$ cat src/rtl/dsl_codec_pkg.sv
package dsl_codec_pkg;

  // character codes
  localparam logic [7:0] CH_DOT = 8'h2E;
  localparam logic [7:0] CH_CR  = 8'h0D;
  localparam logic [7:0] CH_LF  = 8'h0A;

  // article length counter
  localparam int unsigned LENGTH_BITS = 26;
  localparam logic [LENGTH_BITS-1:0] LEN_MAX = {LENGTH_BITS{1'b1}};

  // item command codes
  localparam logic CMD_BYTE = 1'b0;
  localparam logic CMD_END  = 1'b1;

  // conversion direction
  typedef enum logic {
    DIR_ENCODE = 1'b0,
    DIR_DECODE = 1'b1
  } dir_t;

  typedef struct packed {
    logic       cmd;
    logic [7:0] data;
  } in_item_t;

  typedef struct packed {
    logic [7:0]             out_byte;
    logic                   byte_valid;
    logic                   last_of_run;
    logic                   article_end;
    logic [LENGTH_BITS-1:0] out_length;
  } out_item_t;

  // decode lookahead window, entry 0 is the oldest byte
  typedef logic [2:0][7:0] win_t;

  typedef struct packed {
    logic [7:0] out_byte;
    logic [1:0] used;
    logic       line_start;
  } dec_step_t;

  // one decode step on the head of the window (fill is nonzero)
  function automatic dec_step_t dec_step(input win_t w, input logic [1:0] fill,
                                         input logic ls);
    dec_step_t s;
    logic two;
    two = (fill >= 2'd2);
    if (ls && two && w[0] == CH_DOT && w[1] == CH_DOT) begin
      s.out_byte   = CH_DOT;
      s.used       = 2'd2;
      s.line_start = 1'b0;
    end else if (two && w[0] == CH_CR && w[1] == CH_LF) begin
      s.out_byte   = CH_LF;
      s.used       = 2'd2;
      s.line_start = 1'b1;
    end else begin
      s.out_byte   = w[0];
      s.used       = 2'd1;
      s.line_start = 1'b0;
    end
    return s;
  endfunction

  // drop one or two bytes from the front of the window
  function automatic win_t win_shift(input win_t w, input logic [1:0] k);
    win_t r;
    r = w;
    if (k == 2'd1) begin
      r[0] = w[1];
      r[1] = w[2];
    end else if (k == 2'd2) begin
      r[0] = w[2];
    end
    return r;
  endfunction

endpackage

$ cat src/rtl/dot_stuffing_line_codec.sv
// Dot-stuffing line codec: converts an article byte stream between native
// form (LF line ends) and wire form (CR LF line ends, leading dots doubled,
// closed by dot CR LF). The direction register picks encode (0) or decode (1).
// Input channel item_valid/item_ready/item carries one byte (cmd 0) or the
// end of an article (cmd 1). Output channel result_valid/result_ready/result
// carries one output byte per item, marked last_of_run on the last one that
// an input item causes; the end of an article carries article_end and the
// saturating output byte count in out_length.
// Config channel cfg_valid/cfg_ready/cfg_direction is always ready; a write
// sets the direction and restarts the article. Write it only while idle.
// The first result of an input item is registered and shows in the cycle
// after accept. Each input item is converted in one pass and its up to three
// results go into a small result buffer drained one per cycle while the
// receiver takes them. The next item is taken in the cycle that the last
// result leaves.
// Reset (synchronous, rst high) selects encode, empties the buffer and
// starts a new article. While the receiver stalls, the result holds.
module dot_stuffing_line_codec
  import dsl_codec_pkg::*;
(
  input  logic      clk,
  input  logic      rst,
  input  logic      item_valid,
  output logic      item_ready,
  input  in_item_t  item,
  output logic      result_valid,
  input  logic      result_ready,
  output out_item_t result,
  input  logic      cfg_valid,
  output logic      cfg_ready,
  input  logic      cfg_direction
);

  // article state
  dir_t                   direction;
  logic                   line_start;
  win_t                   win;
  logic [1:0]             fill;
  logic [1:0]             seen;
  logic [LENGTH_BITS-1:0] len_count;

  // result buffer, entry 0 is at the output
  out_item_t              res [3];
  logic [1:0]             res_cnt;

  // combinational results of the accepted item
  out_item_t              new_res [3];
  logic [1:0]             n_new;
  logic                   line_start_next;
  win_t                   win_next;
  logic [1:0]             fill_next;
  logic [1:0]             seen_next;
  logic [LENGTH_BITS-1:0] len_count_next;
  logic [LENGTH_BITS:0]   len_sum;
  logic [LENGTH_BITS-1:0] len_sat;

  logic accept;
  logic pop;

  assign cfg_ready    = 1'b1;
  assign result_valid = (res_cnt != 2'd0);
  assign result       = res[0];
  assign pop          = result_valid && result_ready;
  assign item_ready   = (res_cnt == 2'd0) || (res_cnt == 2'd1 && result_ready);
  assign accept       = item_valid && item_ready;

  // conversion of one item
  always_comb begin
    win_t       wv;
    logic [1:0] fv;
    logic       lsv;
    dec_step_t  st;
    logic [1:0] after;
    logic       bare;
    logic [1:0] n_valid;

    for (int i = 0; i < 3; i++) begin
      new_res[i] = '0;
    end
    n_new           = 2'd0;
    line_start_next = line_start;
    win_next        = win;
    fill_next       = fill;
    seen_next       = seen;
    bare            = 1'b0;
    wv              = win;
    fv              = fill;
    lsv             = line_start;
    st              = '0;
    after           = 2'd0;

    if (item.cmd == CMD_BYTE) begin
      if (direction == DIR_ENCODE) begin
        // LF becomes CR LF, a leading dot is doubled
        if (item.data == CH_LF) begin
          new_res[0].out_byte = CH_CR;
          new_res[1].out_byte = CH_LF;
          n_new               = 2'd2;
          line_start_next     = 1'b1;
        end else if (line_start && item.data == CH_DOT) begin
          new_res[0].out_byte = CH_DOT;
          new_res[1].out_byte = CH_DOT;
          n_new               = 2'd2;
          line_start_next     = 1'b0;
        end else begin
          new_res[0].out_byte = item.data;
          n_new               = 2'd1;
          line_start_next     = 1'b0;
        end
      end else begin
        // full window: emit one decoded byte, then append the new one
        if (fill == 2'd3) begin
          st                  = dec_step(win, fill, line_start);
          new_res[0].out_byte = st.out_byte;
          n_new               = 2'd1;
          line_start_next     = st.line_start;
          win_next            = win_shift(win, st.used);
          after               = 2'd3 - st.used;
          win_next[after]     = item.data;
          fill_next           = after + 2'd1;
        end else begin
          win_next[fill] = item.data;
          fill_next      = fill + 2'd1;
        end
        if (seen != 2'd3) begin
          seen_next = seen + 2'd1;
        end
      end
    end else begin
      if (direction == DIR_ENCODE) begin
        // closing dot CR LF
        new_res[0].out_byte = CH_DOT;
        new_res[1].out_byte = CH_CR;
        new_res[2].out_byte = CH_LF;
        n_new               = 2'd3;
      end else if (seen != 2'd3) begin
        // short article passes through verbatim
        for (int i = 0; i < 3; i++) begin
          if (2'(i) < fill) begin
            new_res[i].out_byte = win[i];
          end
        end
        n_new = fill;
      end else if (!(fill == 2'd3 && win[0] == CH_DOT && win[1] == CH_CR
                     && win[2] == CH_LF)) begin
        // flush the window through the decoder
        for (int i = 0; i < 3; i++) begin
          if (fv != 2'd0) begin
            st                  = dec_step(wv, fv, lsv);
            new_res[i].out_byte = st.out_byte;
            n_new               = 2'(i + 1);
            wv                  = win_shift(wv, st.used);
            fv                  = fv - st.used;
            lsv                 = st.line_start;
          end
        end
      end
      // article restarts
      line_start_next = 1'b1;
      fill_next       = 2'd0;
      seen_next       = 2'd0;
      if (n_new == 2'd0) begin
        bare  = 1'b1;
        n_new = 2'd1;
      end
    end

    // saturating length count
    n_valid = bare ? 2'd0 : n_new;
    len_sum = {1'b0, len_count} + (LENGTH_BITS + 1)'(n_valid);
    len_sat = len_sum[LENGTH_BITS] ? LEN_MAX : len_sum[LENGTH_BITS-1:0];
    len_count_next = (item.cmd == CMD_END) ? '0 : len_sat;

    // byte valid and run and article markers
    for (int i = 0; i < 3; i++) begin
      new_res[i].byte_valid = (2'(i) < n_valid);
      if (2'(i) == 2'(n_new - 2'd1) && n_new != 2'd0) begin
        new_res[i].last_of_run = 1'b1;
        if (item.cmd == CMD_END) begin
          new_res[i].article_end = 1'b1;
          new_res[i].out_length  = len_sat;
        end
      end
    end
  end

  // control state
  always_ff @(posedge clk) begin
    if (rst) begin
      direction  <= DIR_ENCODE;
      line_start <= 1'b1;
      fill       <= 2'd0;
      seen       <= 2'd0;
      len_count  <= '0;
      res_cnt    <= 2'd0;
    end else begin
      if (cfg_valid) begin
        direction  <= dir_t'(cfg_direction);
        line_start <= 1'b1;
        fill       <= 2'd0;
        seen       <= 2'd0;
        len_count  <= '0;
      end else if (accept) begin
        line_start <= line_start_next;
        fill       <= fill_next;
        seen       <= seen_next;
        len_count  <= len_count_next;
      end
      if (accept) begin
        res_cnt <= n_new;
      end else if (pop) begin
        res_cnt <= res_cnt - 2'd1;
      end
    end
  end

  // window and result buffer payload
  always_ff @(posedge clk) begin
    if (accept) begin
      win <= win_next;
      for (int i = 0; i < 3; i++) begin
        res[i] <= new_res[i];
      end
    end else if (pop) begin
      res[0] <= res[1];
      res[1] <= res[2];
    end
  end

endmodule
$ cat config.mk
export PLATFORM = sky130hd
export DESIGN_NAME = dot_stuffing_line_codec
export DESIGN_NICKNAME = d
export VERILOG_FILES = /design/src/rtl/dsl_codec_pkg.sv /design/src/rtl/dot_stuffing_line_codec.sv
export SDC_FILE = /design/constraint.sdc
export NUM_CORES = 1
export LEC_CHECK = 0
export BUFFER_PORTS_ARGS = -buffer_cell sky130_fd_sc_hd__buf_2
export CORE_ASPECT_RATIO = 0.5
export CORE_MARGIN = 4
export CORE_UTILIZATION = 55
export DETAILED_ROUTE_END_ITERATION = 12
export PLACE_DENSITY_LB_ADDON = 0.12
export SLEW_MARGIN = 20
export SYNTH_ARGS = -nofsm -noshare
export SYNTH_HDL_FRONTEND = slang
export SYNTH_SLANG_ARGS = --single-unit
$ cat constraint.sdc
create_clock -name clk -period 13.16 [get_ports clk]
set_input_delay 1.974 -clock clk [delete_from_list [all_inputs] [get_ports clk]]
set_output_delay 1.974 -clock clk [all_outputs]
set_load 0.01 [all_outputs]
After elaboration in Yosys (flattened, before gate mapping)
Memories as Yosys holds them, arrays and structs flattened.
Index checks and enable logic that the tools add are counted.
W data, S select, Z words.
Word-level totals
  output and inout bits: 40
  input bits: 15
  word-level logic and storage cells: 244
  RAM bits: 111
  flip-flop bits (word level): 58
  memories kept: 1
Memories
  res: depth 3, bits a word 37, read ports 3, clocked after memory_dff 0, wr ports 3, line dot_stuffing_line_codec.sv:43  | out_item_t res [3];
Cells by class
  multiplexer cells: 137
  reduce and logical (&&, ||, !) cells: 44
  $lt $le $gt $ge: 13
  equality and inequality tests: 28
  add/subtract/negate cells: 9
  bitwise operators: 3
Operator list (number)
  $mux W8: 39
  $mux W11: 19
  $mux W24: 5
  $mux W16: 6
  $mux W28: 3
  $mux W37: 2
  $eq A8 B4 Y1 const B: 9
  $mux W2: 30
  $eq A8 B6 Y1 const B: 7
  $mux W26: 2
  $bwmux W24: 2
  $demux W8 S2: 2
  $add A26 B2 Y27: 1
  $logic_and A1 B1 Y1: 27
  $mux W27: 1
  $mux W1: 23
  $mux W6: 3
  $reduce_bool A2 Y1: 8
  $eq A2 B1 Y1 const B: 4
  $eq A2 B2 Y1 const B: 4
  $lt A1 B2 Y1 const A: 4
  $add A2 B1 Y2 const B: 3
  $ge A2 B2 Y1 const B: 3
  $logic_not A2 Y1: 3
  16 further kinds: 24

Longest topological paths before layout
  depth in word-level cells: 49
  gate-level depth with buffers: 30
  gate-level depth less buffers: 25

Worst setup path after synthesis
Ideal clock, no wire load.
  path kind: register -> register
  from: register fill[0]
  to: memory res[0][52] (netlist bit) (data pin)
  arrival: 6.369 ns
  period minus slack after synthesis: 6.534 ns
  library setup time: 0.165 ns
  stages on the path, launching flop included: 30
  data required time: 12.995 ns
  slack: 6.626 ns
  path buffers: 9
  path through: dfxtp_1 clkbuf_1 inv_1 ha_1 clkbuf_1 buf_1 clkbuf_1 clkbuf_1 clkbuf_1 o31ai_1 nor4_1 nand2_1 ha_1 xnor2_1 or3_4 a31oi_4 o31a_2 ha_1 inv_1 fa_1 nand2b_1 nor2_1 nand2b_1 or2_2 clkbuf_1 or3_1 clkbuf_1 clkbuf_1 and2_1 o31ai_2
RTL lines
  from (decl): line dot_stuffing_line_codec.sv:38  | logic [1:0] fill;
  from (signal assigned): line dot_stuffing_line_codec.sv:205  | fill <= fill_next;
  to (decl): line dot_stuffing_line_codec.sv:43

==> impl_metrics.csv <==
group,metric,value,unit
drt,wl_per_cell,20.6,µm
setup_path,worstRegToRegCells,22,
yosys,postSynthCellCount,1010,
final_layout,syn2layout_area_growth,7.52,%
yosys,synth_warnings,0,
global_routing,grt_pass1_vias,7294,
floorplanning,rows,33,
yosys,yosys_most_used_dff,"edfxtp_1",
yosys,yosysSeqAreaShare,49.7,%
setup_path,crit_arrival,7730,ps
yosys,synth_area_leader_cell,"edfxtp_1",
setup_path,r2r_slack,5690,ps
clock_tree,clockBufferDepth,2,
clock_tree,postCtsHoldBufs,0,
global_routing,grt_pass1_wl,40.8,mm
global_routing,grt_max_degree,89,
drt,viasPerCell,6.14,
sta,hold_viol_final,0,
sta,worstMarginPinSlew,944,ps
drt,dr.pass1.iters,5,
final_layout,drive_gt1_share,13.6,%
drt,drc_errors,0,
yosys,synth_top_area_share,42.6,%
placement,gp_congestion,0.959,
yosys,synth-async-reset-ratio,0,%
setup_path,worstSetupPathType,"reg2reg",
hold_path,hold_end,"res_cnt[1]",
global_routing,globalRouteTotalUtil,26.4,%
clock_tree,cts.sinks,169,
final_layout,final_common_cell,"nand2_1",
yosys,ys_top_cells_by_area,"edfxtp_1 43%, nand2_1 7.3%, dfxtp_1 7.1%",
clock_tree,ctsResizeCount,0,
drt,wl,25.6,mm
yosys,post_synth_num_cell_types,80,
final_layout,mostFrequentLayoutCells,"184 x nand2_1, 135 x edfxtp_1, 105 x nor2_1",
clock_tree,tritoncts,"done",
sta,rsz0062_at_grt,"no",
floorplanning,start_util,57.1,%
global_routing,antenna_found_initial,0,
global_routing,grt-ovfl-total,0,
clock_tree,cts_max_level,4,
power_and_ir_drop,p_leak,3.65,nW
run_status,outcome,"finished, final reports clean",
hold_path,min_path_type,"reg2reg",
setup_path,cp-end-kind,"register",
sta,max_freq,134,MHz
drt,antenna_left,0,
power_and_ir_drop,ir_drop,91.9,µV
sta,min_period,7470,ps
sta,report.final.slew_viol_count,0,
sta,timing.hold.ws,491,ps
clock_tree,clk_latency,440,ps
yosys,synth_area,0.00952,mm²
hold_path,min_from,"res_cnt[1]",
placement,io_buffers,53,
placement,dp_hpwl,16.9,mm
floorplanning,die-area,0.0196,mm²
yosys,synth-seq-cells,169,
drt,num_vias,7608,
clock_tree,post-cts-setup-buffers,0,
floorplanning,io_pins,55,
clock_tree,path_clk_slew,70,ps
setup_path,start_kind,"register",
placement,place_inst,1208,
yosys,synth_edf_count,135,
floorplanning,die_h,101,µm
power_and_ir_drop,cellPowerDensity,165,mW/mm²
sta,relSlewSlack,37.1,%
setup_path,r2r-end,"res[0][43]",
yosys,syn_nets,1037,
sta,setup_viol,0,
sta,finalCritPeriodShare,56.8,%
hold_path,worstHoldPathCells,2,
setup_path,rr_startpoint,"win[15]",
final_layout,layout.cells.non_filler,1240,
floorplanning,die_w,194,µm
sta,tns,0,ps
setup_path,cp_max_fo,34,
drt,detail_route.iter0.violations,785,
sta,finalClockSkew,14.8,ps
setup_path,worstPathRequired,13410,ps
final_layout,nets,1027,
clock_tree,numCtsBuffers,17,
yosys,syn_avg_cell_area,9.43,µm²
final_layout,diodes,0,
clock_tree,cts-root-buf,"clkbuf_16",
flow_run,maxCapViolCount,0,
floorplanning,core,0.0167,mm²
[cells in the mapped netlist, types with 20 or more instances]
library cell and n:
nor2_1 105, dfxtp_1 34, a22oi_1 23, clkbuf_1 52, buf_4 38, and2_1 20
nand2_1 184, nand3_1 20, o21ai_0 70, edfxtp_1 135, a21oi_1 42, inv_1 22
[critical path: stages (launching register included)]
cell and delay (ps):
edfxtp_1 540, nor4b_2 530, o2111a_1 410, nand2_2 310, o31ai_1 780, a31o_2 410, nand2_1 90, ha_1 200
xnor2_1 220, or3_4 440, a31oi_4 320, o31a_2 220, ha_1 170, inv_1 60, fa_1 410, nand2b_1 200
nor2_1 180, nand2b_1 130, or2_2 350, or3_1 520, buf_4 320, and2_1 220, o31ai_1 250
[state kept, by name, indices dropped and copies added (netlist names), named ones only]
name and count:
seen 2, res 111, win 23, res_cnt 2
line_start 1, fill 2, len_count 26, direction 1
[how the worst max path moves through the flow]
stage / start / to / slack, ps / cells past startpoint
floorplan: fill[0] / res[0][52] / 6630 / 29
global placement: win[6] / res[0][39] / 5880 / 22
detailed placement: win[10] / res[0][43] / 5830 / 22
CTS: win[10] / res[0][43] / 5780 / 22
global route: win[15] / res[0][39] / 5260 / 22
finish: win[15] / res[0][43] / 5690 / 22
[layer usage]
metal / track usage [%] / vias up / routed length (µm)
met5: 0 / - / 0
met4: 7.83 / 0 / 482
met3: 6.41 / 48 / 2220
met2: 41.3 / 348 / 11400
met1: 37.0 / 3619 / 11500
li1: - / 3593 / -
[final cells by class]
class	instances	area [µm²]
fill	1425	6440
sequential	169	4730
multi-input combinational	715	4140
clock buffer	19	443
timing repair buffer	72	408
tap	227	284
clock inverter	13	130
inverter	25	93.8
[report_power, final]
group	switching, mW	internal (mW)	total [mW]	leakage, nW
registers	0.0380	0.770	0.808	1.57
clock network	0.239	0.272	0.510	0.279
logic	0.268	0.102	0.370	1.80
[stage by stage]
stage | total power [mW] | setup slack (ps) | instance area, µm² | utilization, %
2_1_floorplan | 1.11 | 6630 | 9520 | -
3_3_place_gp | 1.19 | 5880 | 9660 | 57.9
3_5_place_dp | 1.19 | 5830 | 9660 | 57.9
4_1_cts | 1.70 | 5780 | 10200 | 61.4
5_1_grt | 1.77 | 5260 | 10200 | 61.4
6_report | 1.69 | 5690 | 10200 | 61.4
[logic make-up after synthesis]
family / synth area share [%]
AOI/OAI and AO/OA: 18.6
xor gates and xnor gates: 2.02
adders and majority gates: 1.66
buffers and inverters: 6.81
DFF: 49.7
muxes: 2.01
other: 0.0394
and+or+nand+nor: 19.1
No activity file was read; power rests on OpenSTA's default activity.
